`config.mk`:
```
export PLATFORM = sky130hd
export DESIGN_NAME = rpp_divider
export DESIGN_NICKNAME = d
export VERILOG_FILES = /design/src/design/rpp_pkg.sv /design/src/design/rpp_divider.sv
export SDC_FILE = /design/constraint.sdc
export NUM_CORES = 2
export LEC_CHECK = 0
export ABC_AREA = 0
export BUFFER_PORTS_ARGS = -buffer_cell sky130_fd_sc_hd__buf_4
export CAP_MARGIN = 20
export CORE_ASPECT_RATIO = 0.75
export CORE_UTILIZATION = 30
export DETAILED_ROUTE_END_ITERATION = 8
export GPL_TIMING_DRIVEN = 0
export SETUP_SLACK_MARGIN = 0.4
export SLEW_MARGIN = 20
export SYNTH_ARGS = -nofsm -noshare
export SYNTH_HDL_FRONTEND = slang
export SYNTH_SLANG_ARGS = --single-unit
```
`constraint.sdc`:
```
create_clock -name clk -period 5.9 [get_ports clk]
set_clock_uncertainty 0.15 [all_clocks]
set_input_delay 0.295 -clock clk [delete_from_list [all_inputs] [get_ports clk]]
set_output_delay 0.295 -clock clk [all_outputs]
set_load 0.005 [all_outputs]
```
`src/design/rpp_pkg.sv`:
```
package rpp_pkg;

  // register indexes of the configuration port
  typedef enum logic [1:0] {
    REG_WIDGET_LEFT = 2'd0,
    REG_WIDGET_TOP  = 2'd1,
    REG_WIDGET_SIZE = 2'd2,
    REG_ZOOM_RANGE  = 2'd3
  } reg_idx_t;

  localparam int CORDIC_ITERS = 16;
  localparam int CORDIC_START = 652032874;   // 1/K in Q30
  localparam int PLOT_MARGIN  = 7;
  localparam int IN_W         = 16;
  localparam int OUT_W        = 13;
  localparam int SIZE_W       = 11;
  localparam int POS_W        = 12;
  localparam int QUOT_W       = 11;          // |offset| <= widget size

  // arctangent of 2^-i in heading codes, rounded
  localparam logic [13:0] ATAN_CODES [CORDIC_ITERS] = '{
    14'd8192, 14'd4836, 14'd2555, 14'd1297, 14'd651, 14'd326, 14'd163, 14'd81,
    14'd41, 14'd20, 14'd10, 14'd5, 14'd3, 14'd1, 14'd1, 14'd0
  };

  // sign of each axis offset
  typedef struct packed {
    logic neg_x;
    logic neg_y;
  } sgn_t;

endpackage

```
`src/design/rpp_divider.sv`:
```
module rpp_divider #(
  parameter int NW = 47,
  parameter int DW = 36,
  parameter int QW = 11
) (
  input  logic          clk,
  input  logic          rst_n,
  input  logic          en,
  input  logic          in_valid,
  input  logic [NW-1:0] in_num_x,
  input  logic [NW-1:0] in_num_y,
  input  logic [DW-1:0] in_den,
  input  rpp_pkg::sgn_t in_sgn,
  output logic          out_valid,
  output logic [QW-1:0] out_qx,
  output logic [QW-1:0] out_qy,
  output rpp_pkg::sgn_t out_sgn
);

  logic [NW-1:0]       rx_r  [QW+1];
  logic [NW-1:0]       ry_r  [QW+1];
  logic [QW-1:0]       qx_r  [QW+1];
  logic [QW-1:0]       qy_r  [QW+1];
  logic [DW-1:0]       den_r [QW+1];
  rpp_pkg::sgn_t       sgn_r [QW+1];
  logic                v_r   [QW+1];

  always_ff @(posedge clk) begin
    if (!rst_n) begin
      v_r[0] <= 1'b0;
    end else if (en) begin
      v_r[0] <= in_valid;
    end
    if (en) begin
      rx_r[0]  <= in_num_x;
      ry_r[0]  <= in_num_y;
      qx_r[0]  <= '0;
      qy_r[0]  <= '0;
      den_r[0] <= in_den;
      sgn_r[0] <= in_sgn;
    end
  end

  // restoring division, one quotient bit per stage, MSB first
  for (genvar k = 0; k < QW; k++) begin : g_bit
    localparam int B = QW - 1 - k;
    logic [NW-1:0] trial;
    logic          hx, hy;
    logic [QW-1:0] qxn, qyn;
    assign trial = NW'(den_r[k]) << B;
    assign hx    = rx_r[k] >= trial;
    assign hy    = ry_r[k] >= trial;
    assign qxn   = qx_r[k] | (QW'(hx) << B);
    assign qyn   = qy_r[k] | (QW'(hy) << B);

    always_ff @(posedge clk) begin
      if (!rst_n) begin
        v_r[k+1] <= 1'b0;
      end else if (en) begin
        v_r[k+1] <= v_r[k];
      end
      if (en) begin
        rx_r[k+1]  <= hx ? rx_r[k] - trial : rx_r[k];
        ry_r[k+1]  <= hy ? ry_r[k] - trial : ry_r[k];
        qx_r[k+1]  <= qxn;
        qy_r[k+1]  <= qyn;
        den_r[k+1] <= den_r[k];
        sgn_r[k+1] <= sgn_r[k];
      end
    end
  end

  logic dz;
  assign dz        = den_r[QW] == '0;
  assign out_valid = v_r[QW];
  assign out_qx    = dz ? '0 : qx_r[QW];
  assign out_qy    = dz ? '0 : qy_r[QW];
  assign out_sgn   = sgn_r[QW];

endmodule

```
==> run_results.csv <==
group,metric,value,unit
synthesis,synth_warnings,0,
global_routing,grt_pass1_wl,431000,um
run_status,status,"completed",
floorplanning,die_y,502,um
timing,setup_viol,0,
worst_setup_path,cpLargestDelayFamily,"compound AO/OA/AOI/OAI gates",
clock_tree,cts_max_level,4,
synthesis,syn_area_per_cell,10.6,um2
cells_and_area,area_growth,15.6,%
floorplanning,placementRows,183,
timing,fin_crit,5.28,ns
timing,slew_viol_final,0,
hold_path,hold_end,"ry_r[0][2]",
power,p_per_area,486,nW/um2
worst_setup_path,path_class,"flop to flop",
drt,routed_wl,290000,um
synthesis,ys.flop_type,"edfxtp_1",
drt,viasPerCell,4.99,
clock_tree,clockRootBuffer,"clkbuf_16",
drt,wl_per_cell,19.8,um
floorplanning,initial_core_util,30.2,%
cells_and_area,multiInputGateArea,47700,um2
clock_tree,clk_latency,0.87,ns
timing,hold_ws,0.0464,ns
place,dp_cells,14100,
synthesis,ys_seq_area_share,49.0,%
drt,drc,0,
timing,hold_viol,0,
floorplanning,io_pins,161,
cells_and_area,final_cells,14600,
worst_setup_path,endpoint_kind,"flop",
worst_setup_path,reg2reg_depth,15,
clock_tree,clk_pin_slew,0.06,ns
floorplanning,core_area,332000,um2
timing,rsz0062_at_grt,"no",
timing,fmax,0.189,GHz
cells_and_area,fill_cells,33200,
synthesis,syn-cell-area,100000,um2
drt,drtAntennaViolNets,0,
power,power.leakage,45.6,nW
drt,drt_iter0_markers,5948,
global_routing,globalRouteTotalUtil,16.7,%
worst_setup_path,r2r_start,"den_r[0][4]",
cells_and_area,final_common_cell,"edfxtp_1",
drt,vias,73100,
synthesis,async_flop_share,0,%
worst_setup_path,critical_path.most_common_cell,"a21oi_1",
cells_and_area,final_cell_mix,"1633 x edfxtp_1, 902 x a21oi_1, 792 x ha_1",
synthesis,synth_cells,9443,
place,gp_congestion,0.936,
clock_tree,cts_setup_buffers,0,
floorplanning,dieArea,336000,um2
cells_and_area,final_nets,11000,
synthesis,synth-edff-count,1633,
worst_setup_path,slowest_stage,"clkbuf_1",
cells_and_area,seq_area,49100,um2
hold_path,hold_depth,2,
timing,relSlewSlack,21.2,%
synthesis,syn_nets,10400,
power,finalPower,56.2,mW
worst_setup_path,worst_r2r_endpoint,"ry_r[1][39]",
flow_run,max_cap_viol_count,0,
global_routing,grt_overflow_total,0,
clock_tree,cts_tree,"done",
floorplanning,fp.dieW,669,um
clock_tree,clock_sinks,1634,
worst_setup_path,critPathLaunchType,"flop",
synthesis,ys_ff_latch,1634,
global_routing,grt_pass1_vias,71200,
cells_and_area,final_layout_size_suffix_gt1_share,7.32,%
global_routing,grt_max_degree,154,
worst_setup_path,crit_chain,"inv_1 > ha_1 > nand3_1 > o21bai_1 > a21oi_1 > o31ai_1 > o21ai_1 > a21oi_1 > o211a_1 > nor3_1 > nor2_1 > buf_2 > clkbuf_1 > nand2_1 > o21ai_0",
timing,worst_pin_slew,1.17,ns
worst_setup_path,startpoint,"den_r[0][4]",
timing,finalCritPeriodShare,89.5,%
worst_setup_path,path_max_fanout,10,
global_routing,antenna_found_initial,2,
place,io_buffer_count,160,
clock_tree,cts_buffers,180,
hold_path,min_from,"in_num_y[2]",
synthesis,synth_cell_types,109,
place,place_hpwl,232000,um
drt,drt_pre_antenna_iters,9,
worst_setup_path,path_buf_inv,3,
clock_tree,clockBufferDepth,4,
worst_setup_path,cp.required,6.37,ns
worst_setup_path,regToRegSetupSlack,0.62,ns
power,peakVddDrop,264,uV
hold_path,min_path_type,"input port to flop",
worst_setup_path,critPathArrivalTime,5.75,ns
worst_setup_path,max_stage_delay,0.87,ns
per-stage QoR:
step	area, um2	TNS [ns]	worst slack (ns)	utilization, %
floorplan	100000	0	2.14	-
global route	116000	0	0.455	34.9
CTS	116000	0	0.407	34.9
global placement	107000	-	-11.00	32.2
detailed placement	107000	-0.260	-0.00960	32.4
finish	116000	0	0.621	34.9
how the worst max path moves through the flow:
stage	end	cells after the start
3_5_place_dp	den_r[2][73]	10
5_1_grt	ry_r[1][11]	14
2_1_floorplan	ry_r[8][23]	14
6_report	ry_r[1][39]	15
3_3_place_gp	den_r[2][72]	1
4_1_cts	rx_r[9][35]	13
timing repair:
item,CTS,global route
endpoints found under the setup margin,0,18
hold buffers,261,0
resized for setup,0,4
hold endpoints to repair,183,0
synthesized netlist by cell type (41+ instances only):
master | count | share of area (%)
nand2b_1 | 112 | 0.70
o31ai_1 | 49 | 0.37
or3_1 | 45 | 0.28
and2_1 | 41 | 0.26
and3_1 | 97 | 0.61
a211oi_1 | 74 | 0.56
clkbuf_1 | 181 | 0.68
ha_1 | 792 | 9.9
nand4_1 | 131 | 0.82
nor3_1 | 115 | 0.58
buf_2 | 53 | 0.27
nor4_1 | 79 | 0.49
nand2_1 | 756 | 2.8
nand3_1 | 189 | 0.95
xor2_1 | 314 | 2.7
o21bai_1 | 107 | 0.80
edfxtp_1 | 1633 | 49
mux2_2 | 120 | 1.4
xnor2_1 | 402 | 3.5
nor2b_1 | 137 | 0.86
a21o_1 | 494 | 3.7
a31oi_1 | 80 | 0.50
nor2_1 | 609 | 2.3
inv_1 | 596 | 2.2
o21a_1 | 82 | 0.62
o21ai_0 | 651 | 3.3
a21oi_1 | 902 | 4.5
routing by layer:
metal	routed length, um	GRT usage [%]	up-vias	part of all wire, %
li1	-	-	36400	-
met1	136000	23.1	34100	47
met2	128000	26.7	2060	44
met3	13000	1.86	448	4.5
met4	13100	6.90	2	4.5
met5	13	0	-	0.0045
state kept, by name, summed over array words and instances (netlist names):
signal  count
den_r     432
qx_r       66
qy_r       66
rx_r      517
ry_r      517
sgn_r      24
v_r        12
final cells by class:
cell class	count	area share (%)
sequential	1634	42.4
antenna	3	0.00649
clock buffer	200	3.98
buffer	264	0.949
clock inverter	114	0.936
tap	4440	4.80
timing repair buffer	439	3.71
inverter	598	1.94
multi-input combinational	6947	41.3
where the power goes:
group | internal, mW | total, mW | switching [mW]
Sequential | 17.4 | 19.9 | 2.51
Clock | 6.40 | 11.1 | 4.73
Combinational | 10.5 | 25.2 | 14.7
cell families after synthesis:
logic type      after synthesis  synth area share, %
compound gates             2815                 17.7
xor+xnor                    716                 6.27
fa+ha+maj                   812                 10.3
buf+inv                     862                 3.34
flops                      1634                 49.0
mux                         131                 1.46
simple gates               2473                 11.9
No activity file was read; power rests on OpenSTA's default activity.
